$ cat src/design/tvfp_pkg.sv
// Shared types and constants for the tag=value field parser.
// No dependencies; the parser top level refers to it by scoped names.
package tvfp_pkg;

    localparam int unsigned TAG_W  = 20;
    localparam int unsigned BYTE_W = 8;
    localparam int unsigned PROD_W = TAG_W + 4;

    localparam logic [BYTE_W-1:0] SEP_BYTE   = 8'h7C;
    localparam logic [BYTE_W-1:0] EQ_BYTE    = 8'h3D;
    localparam logic [BYTE_W-1:0] DIGIT_ZERO = 8'h30;
    localparam logic [BYTE_W-1:0] DIGIT_NINE = 8'h39;
    localparam logic [PROD_W-1:0] TAG_MAX    = 24'h0FFFFF;

    // result kind carried on the master tuser
    typedef enum logic [1:0] {
        KIND_VALUE     = 2'd0,
        KIND_FIELD_END = 2'd1,
        KIND_BAD_TAG   = 2'd2
    } kind_t;

    // one result transaction
    typedef struct packed {
        logic [TAG_W-1:0]  field_tag;
        logic [BYTE_W-1:0] value_byte;
        kind_t             kind;
        logic              end_of_message;
    } result_t;

endpackage

$ cat src/design/tag_value_field_parser.sv
// Tag=value field parser top level: parse state, result register and skid stage.
// Depends on tvfp_pkg for constants, the result kind and the result struct.
//
//  channel  | dir | tdata (low bit up)                      | tuser | tlast
//  s_axis   | in  | data_byte[7:0]                          | -     | message_end
//  m_axis   | out | field_tag[19:0], value_byte[27:20], 0s  | kind  | end_of_message
//
// One byte per cycle while tready is high: the parse state (phase, tag accumulator,
// flags) is updated by one shift-add and compare at acceptance, and the result lands in
// the output register in the same edge, or in the skid register behind it while a result
// waits there, which keeps the input open; tready drops only when both hold a result.
// Reset clears the parse state and both valid flags.
module tag_value_field_parser (
    input  logic        clk,
    input  logic        rst_n,
    input  logic        s_axis_tvalid,
    output logic        s_axis_tready,
    input  logic [7:0]  s_axis_tdata,   // data_byte[7:0]
    input  logic        s_axis_tlast,
    output logic        m_axis_tvalid,
    input  logic        m_axis_tready,
    output logic [31:0] m_axis_tdata,   // field_tag[19:0], value_byte[27:20], zero pad
    output logic [1:0]  m_axis_tuser,   // kind[1:0]
    output logic        m_axis_tlast
);

    // parse state
    logic                         in_value_reg, in_value_next;
    logic [tvfp_pkg::TAG_W-1:0]   tag_accum_reg, tag_accum_next;
    logic                         digit_seen_reg, digit_seen_next;
    logic                         digits_stopped_reg, digits_stopped_next;
    logic                         token_dropped_reg, token_dropped_next;

    // output and skid stages
    logic                         out_valid_reg;
    tvfp_pkg::result_t            out_data_reg;
    logic                         skid_valid_reg;
    tvfp_pkg::result_t            skid_data_reg;

    logic                         accept;
    logic                         pop;
    logic                         res_valid;
    tvfp_pkg::result_t            res;
    logic                         clear_tok;
    logic [tvfp_pkg::PROD_W-1:0]  tag_prod;
    logic                         is_sep;
    logic                         is_eq;
    logic                         is_digit;
    logic                         eom;

    assign accept        = s_axis_tvalid && s_axis_tready;
    assign pop           = m_axis_tvalid && m_axis_tready;
    assign s_axis_tready = !skid_valid_reg;

    assign eom      = s_axis_tlast;
    assign is_sep   = (s_axis_tdata == tvfp_pkg::SEP_BYTE);
    assign is_eq    = (s_axis_tdata == tvfp_pkg::EQ_BYTE);
    assign is_digit = s_axis_tdata inside {[tvfp_pkg::DIGIT_ZERO:tvfp_pkg::DIGIT_NINE]};

    // tag * 10 + digit as two shifts and adds
    assign tag_prod = ({4'b0000, tag_accum_reg} << 3) + ({4'b0000, tag_accum_reg} << 1)
                    + {{(tvfp_pkg::PROD_W-4){1'b0}}, s_axis_tdata[3:0]};

    // parse step for the byte on the input
    always_comb
    begin
        in_value_next       = in_value_reg;
        tag_accum_next      = tag_accum_reg;
        digit_seen_next     = digit_seen_reg;
        digits_stopped_next = digits_stopped_reg;
        token_dropped_next  = token_dropped_reg;
        clear_tok           = 1'b0;
        res_valid           = 1'b0;
        res.field_tag       = tag_accum_reg;
        res.value_byte      = '0;
        res.kind            = tvfp_pkg::KIND_VALUE;
        res.end_of_message  = eom;

        if (token_dropped_reg)
        begin
            clear_tok = is_sep || eom;
        end
        else if (in_value_reg)
        begin
            res_valid = 1'b1;
            if (is_sep)
            begin
                res.kind  = tvfp_pkg::KIND_FIELD_END;
                clear_tok = 1'b1;
            end
            else
            begin
                res.value_byte = s_axis_tdata;
                clear_tok      = eom;
            end
        end
        else if (is_sep)
        begin
            clear_tok = 1'b1;
        end
        else if (is_eq)
        begin
            if (digit_seen_reg)
            begin
                in_value_next = 1'b1;
                if (eom)
                begin
                    res_valid = 1'b1;
                    res.kind  = tvfp_pkg::KIND_FIELD_END;
                end
            end
            else
            begin
                res_valid          = 1'b1;
                res.field_tag      = '0;
                res.kind           = tvfp_pkg::KIND_BAD_TAG;
                token_dropped_next = 1'b1;
            end
            clear_tok = eom;
        end
        else
        begin
            // tag digits until the first non-digit or overflow
            if (!digits_stopped_reg)
            begin
                if (is_digit)
                begin
                    if (tag_prod > tvfp_pkg::TAG_MAX)
                    begin
                        digit_seen_next     = 1'b0;
                        digits_stopped_next = 1'b1;
                    end
                    else
                    begin
                        tag_accum_next  = tag_prod[tvfp_pkg::TAG_W-1:0];
                        digit_seen_next = 1'b1;
                    end
                end
                else
                begin
                    digits_stopped_next = 1'b1;
                end
            end
            clear_tok = eom;
        end

        if (clear_tok)
        begin
            in_value_next       = 1'b0;
            tag_accum_next      = '0;
            digit_seen_next     = 1'b0;
            digits_stopped_next = 1'b0;
            token_dropped_next  = 1'b0;
        end
    end

    // parse state registers, updated per accepted transaction
    always_ff @(posedge clk or negedge rst_n)
    begin
        if (!rst_n)
        begin
            in_value_reg       <= 1'b0;
            tag_accum_reg      <= '0;
            digit_seen_reg     <= 1'b0;
            digits_stopped_reg <= 1'b0;
            token_dropped_reg  <= 1'b0;
        end
        else if (accept)
        begin
            in_value_reg       <= in_value_next;
            tag_accum_reg      <= tag_accum_next;
            digit_seen_reg     <= digit_seen_next;
            digits_stopped_reg <= digits_stopped_next;
            token_dropped_reg  <= token_dropped_next;
        end
    end

    // output register with skid stage behind it
    always_ff @(posedge clk or negedge rst_n)
    begin
        if (!rst_n)
        begin
            out_valid_reg  <= 1'b0;
            skid_valid_reg <= 1'b0;
        end
        else
        begin
            if (pop || !out_valid_reg)
            begin
                if (skid_valid_reg)
                begin
                    out_valid_reg  <= 1'b1;
                    skid_valid_reg <= 1'b0;
                end
                else
                begin
                    out_valid_reg <= accept && res_valid;
                end
            end
            else if (accept && res_valid)
            begin
                skid_valid_reg <= 1'b1;
            end
        end
    end

    // payload of both stages, no reset needed
    always_ff @(posedge clk)
    begin
        if (pop || !out_valid_reg)
        begin
            if (skid_valid_reg)
            begin
                out_data_reg <= skid_data_reg;
            end
            else
            begin
                out_data_reg <= res;
            end
        end
        else if (accept && res_valid)
        begin
            skid_data_reg <= res;
        end
    end

    // master side
    assign m_axis_tvalid = out_valid_reg;
    assign m_axis_tdata  = {4'b0000, out_data_reg.value_byte, out_data_reg.field_tag};
    assign m_axis_tuser  = out_data_reg.kind;
    assign m_axis_tlast  = out_data_reg.end_of_message;

endmodule

$ cat config.mk
export PLATFORM = sky130hd
export DESIGN_NAME = tag_value_field_parser
export DESIGN_NICKNAME = d
export VERILOG_FILES = /design/src/design/tvfp_pkg.sv /design/src/design/tag_value_field_parser.sv
export SDC_FILE = /design/constraint.sdc
export NUM_CORES = 1
export LEC_CHECK = 0
export ABC_AREA = 0
export BUFFER_PORTS_ARGS = -buffer_cell sky130_fd_sc_hd__buf_4
export CORE_MARGIN = 4
export CORE_UTILIZATION = 55
export CTS_CLUSTER_SIZE = 20
export DETAILED_ROUTE_END_ITERATION = 8
export PLACE_DENSITY = 0.75
export SLEW_MARGIN = 20
export SYNTH_ARGS = -nofsm -noshare
export SYNTH_HDL_FRONTEND = slang
export SYNTH_SLANG_ARGS = --single-unit
$ cat constraint.sdc
create_clock -name clk -period 9.2 [get_ports clk]
set_clock_uncertainty 0.05 [all_clocks]
set_input_delay 1.84 -clock clk [delete_from_list [all_inputs] [get_ports clk]]
set_output_delay 1.84 -clock clk [all_outputs]
set_load 0.01 [all_outputs]
Word level (Yosys, flattened, before mapping)
Index checks and enable logic that the tools add are counted.
{ "classes": {"add_sub_neg": 2, "magnitude_cmp": 3, "eq_ne": 8, "muxes": 61, "bitwise_logic": 1, "reduce_logical": 15} }
{ "ops": {"columns": ["cell", "count"], "rows": [
  ["$mux W20", 12],
  ["$mux W1", 41],
  ["$mux W31", 1],
  ["$mux W30", 1],
  ["$add A23 B21 Y24", 1],
  ["$add A24 B4 Y24", 1],
  ["$gt A24 B20 Y1 const B", 1],
  ["$mux W8", 2],
  ["$eq A8 B6 Y1 const B", 1],
  ["$eq A8 B7 Y1 const B", 1],
  ["$ge A8 B6 Y1 const B", 1],
  ["$le A8 B6 Y1 const B", 1],
  ["$mux W2", 4],
  ["$reduce_and A8 Y1", 1],
  ["$reduce_and A7 Y1", 1],
  ["$ne A2 B1 Y1 const B", 3],
  ["$ne A2 B2 Y1 const B", 3],
  ["$reduce_and A5 Y1", 1],
  ["$logic_and A1 B1 Y1", 4],
  ["$reduce_and A2 Y1", 2],
  ["$reduce_bool A2 Y1", 2],
  ["$logic_not A1 Y1", 2],
  ["$logic_or A1 B1 Y1", 2],
  ["$not A1 Y1", 1]
]} }
{ "totals": {"reg_bits": 88, "inputBits": 13} }

Logic depth before layout (Yosys ltp)
Gate-level depths: netlist of the first run.
{ "depth": {"depth_word": 11, "ltp_mapped": 14, "ltp_nobuf": 12} }

Worst setup path after synthesis of the first run
No wires, ideal clock.
{ "synth_path": {"kind": "input port to flip-flop", "from": "in s_axis_tdata[3]", "to": "reg tag_accum_reg[16] (netlist name)", "setup_ps": 121, "arrival_ps": 4530, "t_required_ps": 9029, "setup_slack_ps": 4499, "cell_stages": 13, "path_buffers": 2, "cell_sequence": "inv_1 -> fa_1 -> fa_1 -> nor2b_1 -> o2111ai_2 -> a31oi_1 -> a21oi_2 -> mux2_4 -> and2_4 -> and4_4 -> buf_6 -> buf_8 -> a22o_1"} }
{ "synth_via": {"elab_chain_cells": 9, "elab_cells_between_ends": 26, "cone_classes": "add/sub: 1; order compare: 3; eq/ne: 8; mux: 10; reduce/logical: 4"} }
{ "synth_rtl": {"columns": ["element", "line_no", "source"], "rows": [
  ["from (decl)", "tag_value_field_parser.sv:18", "input logic [7:0] s_axis_tdata,"],
  ["parallel branches: the longest is 9 deep, another holds $add A24 B4 Y24", null, null],
  ["to (signal assigned)", "tag_value_field_parser.sv:171", "tag_accum_reg <= tag_accum_next;"],
  ["to (decl)", "tag_value_field_parser.sv:29", "logic [tvfp_pkg::TAG_W-1:0] tag_accum_reg, tag_accum_next;"]
]} }
Parallel ways; which one is timed is not known. The select of a mux whose other input is x is not followed.
A chain may end at the register's enable or synchronous reset.

Worst setup path after layout of the first run
{ "layout_path": {"from": "in s_axis_tdata[3]", "to": "reg tag_accum_reg[7] (netlist name)"} }
Same word-level chain as after synthesis.

==> metrics, run 1 <==
leakage power 2.64 nW; Area Growth Syn to Fin 11.7%; CP Cell Sequence buf_4 > inv_1 > fa_1 > fa_1 > nor2b_1 > o2111ai_2 > a31oi_1 > a21oi_2 > mux2_4 > o211a_2 > a31oi_4 > a22o_1; highest routed layer met4; total track usage 0.188; Hold Buf Count CTS 0; Crit path largest cell delay 520 ps; area of the mapped netlist 4970 µm²; Met2 Wirelength 4.28 mm; core area 8760 µm²; Post-CTS Resized 0; reg2reg start tag_accum_reg[2]$_DFFE_PN0P_; period utilization 0.511; layout cells sized above 1 0.237; post-CTS setup buffer count 0; min cycle time layout 4700 ps; Final Setup Violations 0; Slew @ Worst Pin 752 ps; Finished Core Util 0.634; met1 WL 4.71 mm; Distinct cells, synth 65; Routed WL per cell 16.8 µm; via count 3329; Final Instance Count excl. Fillers 564; width of the die 103 µm; largest net degree at the start of global routing 35; Avg Cell Area, Syn 12.3 µm²; RSZ-0062 raised after global routing false; hold crit path type reg2reg; Clock Latency Late Sink 350 ps; sequential-to-total area share from yosys stat 0.505; root buf cell clkbuf_8; Sw Ratio 0.228; clock-pin transition on the worst setup and hold timing paths 90 ps; Power Dens Cells 125 nW/µm²; row count 34; crit-path max FO 18; CP endpoint kind register; Clk pwr share 0.350; gpl congestion 0.889; Post-DP HPWL 7.06 mm; Final Hold Fails 0; clock sinks 88; full die area 10600 µm²; status finished, final reports clean; Final nets 505; Yosys warnings 0; max reg flops 31; Main synth FF type edfxtp_1; Worst path most repeated cell fa_1; port buffer count 45; first-pass GRT wire length 15.6 mm; Fillers 691; register bit total from synthesis 88; initial antenna violation count 0; WL met3 387 µm; H-tree depth 3; Post-synth EDFFs 62; Initial DRC Count 140; max cap viols 0; WP data required 9440 ps; global route total overflow 0; Vias/cell 5.90; Hold Path Origin skid_data_reg[13]$_DFFE_PP_; DRC errors left 0; Slew headroom 0.491; CTS tree built; total I/O pin count 50; critical path startpoint s_axis_tdata[3]; Finished Cell Area 5560 µm²; NetSw 0.000158 W; peak supply drop 0.0654 mV; Cell Int Power 0.000536 W; Flop pwr share 0.611; Total Power 0.000694 W; slowest cell on the critical path fa_1; Final Slew Violations 0; Clock Path Buffers 2; Routed Antenna Nets 0; placed insts 548; Die H 103 µm; Crit Path Category in2reg; Top delay family on crit path compound AO/OA/AOI/OAI gates; Area after DPL 5380 µm²; Post-synth ARST share 0.295; final WL 9.50 mm; cells after synthesis 404; initial core utilization 0.568; combinational group share of total power 0.039; Setup TNS 0 ps; CP Launch Type input port; Worst EP arrival 4940 ps; vias in the first global route 3193; Worst Path Buf+Inv 2; Ant. Diodes 0; Num CTS Buffers 9; drt first pass iters 4; FMAX 0.213 GHz
[layer usage]
| layer | GRT usage | vias up |
|---|---|---|
| li1 | - | 1613 |
| met2 | 0.280 | 89 |
| met1 | 0.281 | 1619 |
| met3 | 0.0298 | 8 |
| met5 | 0 | - |
| met4 | 0.0637 | 0 |
[power groups by stage]
stage	Clock, W	Sequential [W]	Combinational [W]
final	0.000243	0.000424	0.0000270
after global routing	0.000265	0.000424	0.0000306
after CTS	0.000249	0.000424	0.0000272
after detailed placement	0	0.000433	0.0000271
after global placement	0	0.000432	0.0000264
after floorplan	0	0.000433	0.0000162
[stage by stage]
stage / worst slack (ps) / hold WS (ps)
floorplan: 4500 / 444
global placement: 4250 / 466
detailed placement: 4190 / 476
CTS: 4560 / 496
global route: 4350 / 519
finish: 4500 / 494
[worst min-delay path: stages (launching register included)]
cell	delay, ps
edfxtp_1	330
nand2_1	50
o31ai_1	60
[logic make-up after synthesis]
logic type	Yosys count	share of synthesized area
simple gates	102	0.115
compound gates	95	0.144
flops	88	0.505
fa+ha+maj	41	0.106
buf+inv	31	0.0334
mux	29	0.0659
xor+xnor	17	0.0299
other cells	1	0.000754
[worst paths after layout]
| kind | end | slack [ps] | depth (start not counted) |
|---|---|---|---|
| setup / recovery | tag_accum_reg[7]$_DFFE_PN0P_ | 4500 | 12 |
| hold / removal | m_axis_tdata[2]$_DFFE_PN_ | 490 | 2 |
| setup reg to reg | tag_accum_reg[7]$_DFFE_PN0P_ | 5640 | 11 |
| hold reg to reg | m_axis_tdata[2]$_DFFE_PN_ | 490 | 2 |
| max in group asynchronous | tag_accum_reg[2]$_DFFE_PN0P_ | 7500 | 1 |
| min in group asynchronous | skid_valid_reg$_DFFE_PN0P_ | 1330 | 1 |
[area by class of cell]
| class | instances | area, µm² | share of cell area |
|---|---|---|---|
| Clock buffer | 10 | 128 | 0.0230 |
| Inverter | 16 | 60.1 | 0.0108 |
| Multi-Input combinational cell | 288 | 2310 | 0.416 |
| Tap cell | 108 | 135 | 0.0243 |
| Timing Repair Buffer | 48 | 360 | 0.0648 |
| Clock inverter | 6 | 52.6 | 0.00946 |
| Sequential cell | 88 | 2510 | 0.452 |
[cells in the final DEF (no fill, tap or decap), types with 11 or more instances in the layout]
| master | n |
|---|---|
| a21oi_1 | 16 |
| o21ai_0 | 11 |
| nor2b_1 | 21 |
| dfrtp_1 | 26 |
| a22o_1 | 16 |
| mux2_2 | 26 |
| buf_4 | 48 |
| inv_1 | 16 |
| nor2_1 | 15 |
| nand2_1 | 18 |
| and2_1 | 12 |
| ha_1 | 39 |
| edfxtp_1 | 62 |
[Yosys cell counts (5+ instances only)]
library cell / count / share of area
inv_1: 16 / 0.012
edfxtp_1: 62 / 0.37
xnor2_1: 9 / 0.016
nand2_1: 18 / 0.014
mux2_2: 26 / 0.059
nor2b_1: 21 / 0.026
xor2_1: 8 / 0.014
dfrtp_1: 26 / 0.13
a21o_1: 9 / 0.014
nand3_1: 6 / 0.0060
a21oi_1: 16 / 0.016
and2_1: 12 / 0.015
a22o_1: 16 / 0.028
o21ai_0: 11 / 0.011
ha_1: 39 / 0.098
nor2_1: 16 / 0.012
o211ai_1: 5 / 0.0075
Note: power is estimated with default switching activity, not from simulation.
==> run 2: changes to the inputs <==
CORE_UTILIZATION = 54   (was 55)
PLACE_DENSITY = 0.77   (was 0.75)
clock period = 4.05 ns   (was 9.2 ns; I/O delays follow)
==> metrics, run 2 (same netlist as run 1, synthesis figures left out) <==
drt first pass iters 5; Clk pwr share 0.375; gpl congestion 0.884; leakage power 2.67 nW; final WL 9.80 mm; initial core utilization 0.562; Clock Path Buffers 2; Routed WL per cell 17.3 µm; full die area 10800 µm²; Sw Ratio 0.220; Slew @ Worst Pin 699 ps; Flop pwr share 0.585; Slew headroom 0.528; FMAX 0.282 GHz; CP Launch Type input port; pre-CTS setup slack 172 ps; Vias/cell 5.81; Fillers 681; crit-path max FO 18; combinational group share of total power 0.040; max reg flops 31; largest net degree at the start of global routing 35; vias in the first global route 3329; Final nets 506; area occupied by multi-input gates 2310 µm²; Hold Buf Count CTS 0; Finished Cell Area 5600 µm²; root buf cell clkbuf_8; Final Slew Violations 0; Final Setup Violations 0; Area Growth Syn to Fin 12.6%; row count 34; worst setup margin 500 ps; clock-pin transition on the worst setup and hold timing paths 90 ps; total I/O pin count 50; global route total overflow 0; Crit path largest cell delay 590 ps; Final Hold Fails 0; status finished, final reports clean; min cycle time layout 3550 ps; Top delay family on crit path compound AO/OA/AOI/OAI gates; Post-DP HPWL 7.25 mm; peak supply drop 0.156 mV; slowest cell on the critical path fa_1; Seq. cell area 2510 µm²; via count 3285; Die H 104 µm; Worst path most repeated cell inv_1; NetSw 0.000361 W; Worst Path Buf+Inv 4; Area after DPL 5400 µm²; period utilization 0.877; core area 8850 µm²; layout cells sized above 1 0.239; post-CTS setup buffer count 0; Num CTS Buffers 9; initial antenna violation count 0; clock sinks 88; most frequent cells in the layout edfxtp_1, buf_4, ha_1, mux2_2, dfrtp_1; CTS tree built; Routed Antenna Nets 0; DRC errors left 0; CP endpoint kind register; Post-CTS Resized 0; Cell Int Power 0.00128 W; Worst EP arrival 3740 ps; port buffer count 45; Setup TNS 0 ps; width of the die 104 µm; max cap viols 0; Power Dens Cells 294 nW/µm²; WP data required 4240 ps; total track usage 0.189; Crit Path Category in2reg; first-pass GRT wire length 16.7 mm; Clock Latency Late Sink 360 ps; H-tree depth 3; RSZ-0062 raised after global routing false; commonest non-fill, non-tap cell in the layout edfxtp_1; Initial DRC Count 155; Ant. Diodes 0; hold crit path type in2async; CP Cell Sequence buf_4 > inv_1 > fa_1 > inv_1 > ha_1 > a21oi_1 > o211ai_1 > a41o_1 > a221o_1 > nand4_1 > a31oi_4 > buf_12 > a22o_1
[run 2: cell count changes in the layout (fill, tap and decap cells not counted)]
cell / previous run / this run
inv_6: 1 / 2
clkinvlp_4: 2 / 1
bufinv_16: 0 / 1
clkinv_4: 2 / 1
buf_12: 0 / 1
[run 2: area by class of cell]
cell class                      instances  area share
Inverter                               16      0.0107
Timing Repair Buffer                   49      0.0679
Clock inverter                          6      0.0134
Sequential cell                        88       0.449
Clock buffer                           10      0.0228
Multi-Input combinational cell        288       0.412
Tap cell                              108      0.0241
[run 2: power by group through the flow]
stage	clock network (W)	logic (W)	registers, W
CTS	0.000625	0.0000657	0.000962
detailed placement	0	0.0000655	0.000982
floorplan	0	0.0000369	0.000983
finish	0.000616	0.0000656	0.000962
global placement	0	0.0000637	0.000982
global route	0.000672	0.0000737	0.000963
[run 2: path summary, 6_finish.rpt]
kind / startpoint / to / slack, ps / cells past startpoint
setup / recovery: s_axis_tdata[3] / tag_accum_reg[9]$_DFFE_PN0P_ / 500 / 13
hold / removal: rst_n / tag_accum_reg[5]$_DFFE_PN0P_ / 290 / 1
setup reg to reg: tag_accum_reg[0]$_DFFE_PN0P_ / tag_accum_reg[9]$_DFFE_PN0P_ / 630 / 12
hold reg to reg: skid_data_reg[18]$_DFFE_PP_ / m_axis_tdata[7]$_DFFE_PN_ / 500 / 1
max in group asynchronous: rst_n / tag_accum_reg[16]$_DFFE_PN0P_ / 3400 / 1
min in group clk: skid_data_reg[18]$_DFFE_PP_ / m_axis_tdata[7]$_DFFE_PN_ / 500 / 1
[run 2: layer usage]
metal | track usage | share of wire | routed length, µm
met1 | 0.262 | 0.47 | 4650
met5 | 0 | 0 | 0
met3 | 0.0422 | 0.040 | 394
met4 | 0.0589 | 0.018 | 179
met2 | 0.298 | 0.47 | 4570
[run 2: per-stage QoR]
step                      hold WS, ps  power, W  std cells  utilization
after floorplan                   444   0.00102        407            -
after global placement            466   0.00105        549        0.610
after global routing              290   0.00171        565        0.633
after CTS                         289   0.00165        565        0.633
final                             292   0.00164        565        0.633
after detailed placement          463   0.00105        549        0.610
[run 2: worst reg2reg max path, stage by stage (launching register included)]
cell	delay, ps
dfrtp_1	400
inv_1	150
fa_1	480
fa_1	480
nor2b_1	230
o2111ai_2	180
a21boi_1	230
o2111ai_1	180
mux2i_1	200
o21a_2	220
a31oi_4	110
buf_12	170
a22o_1	230
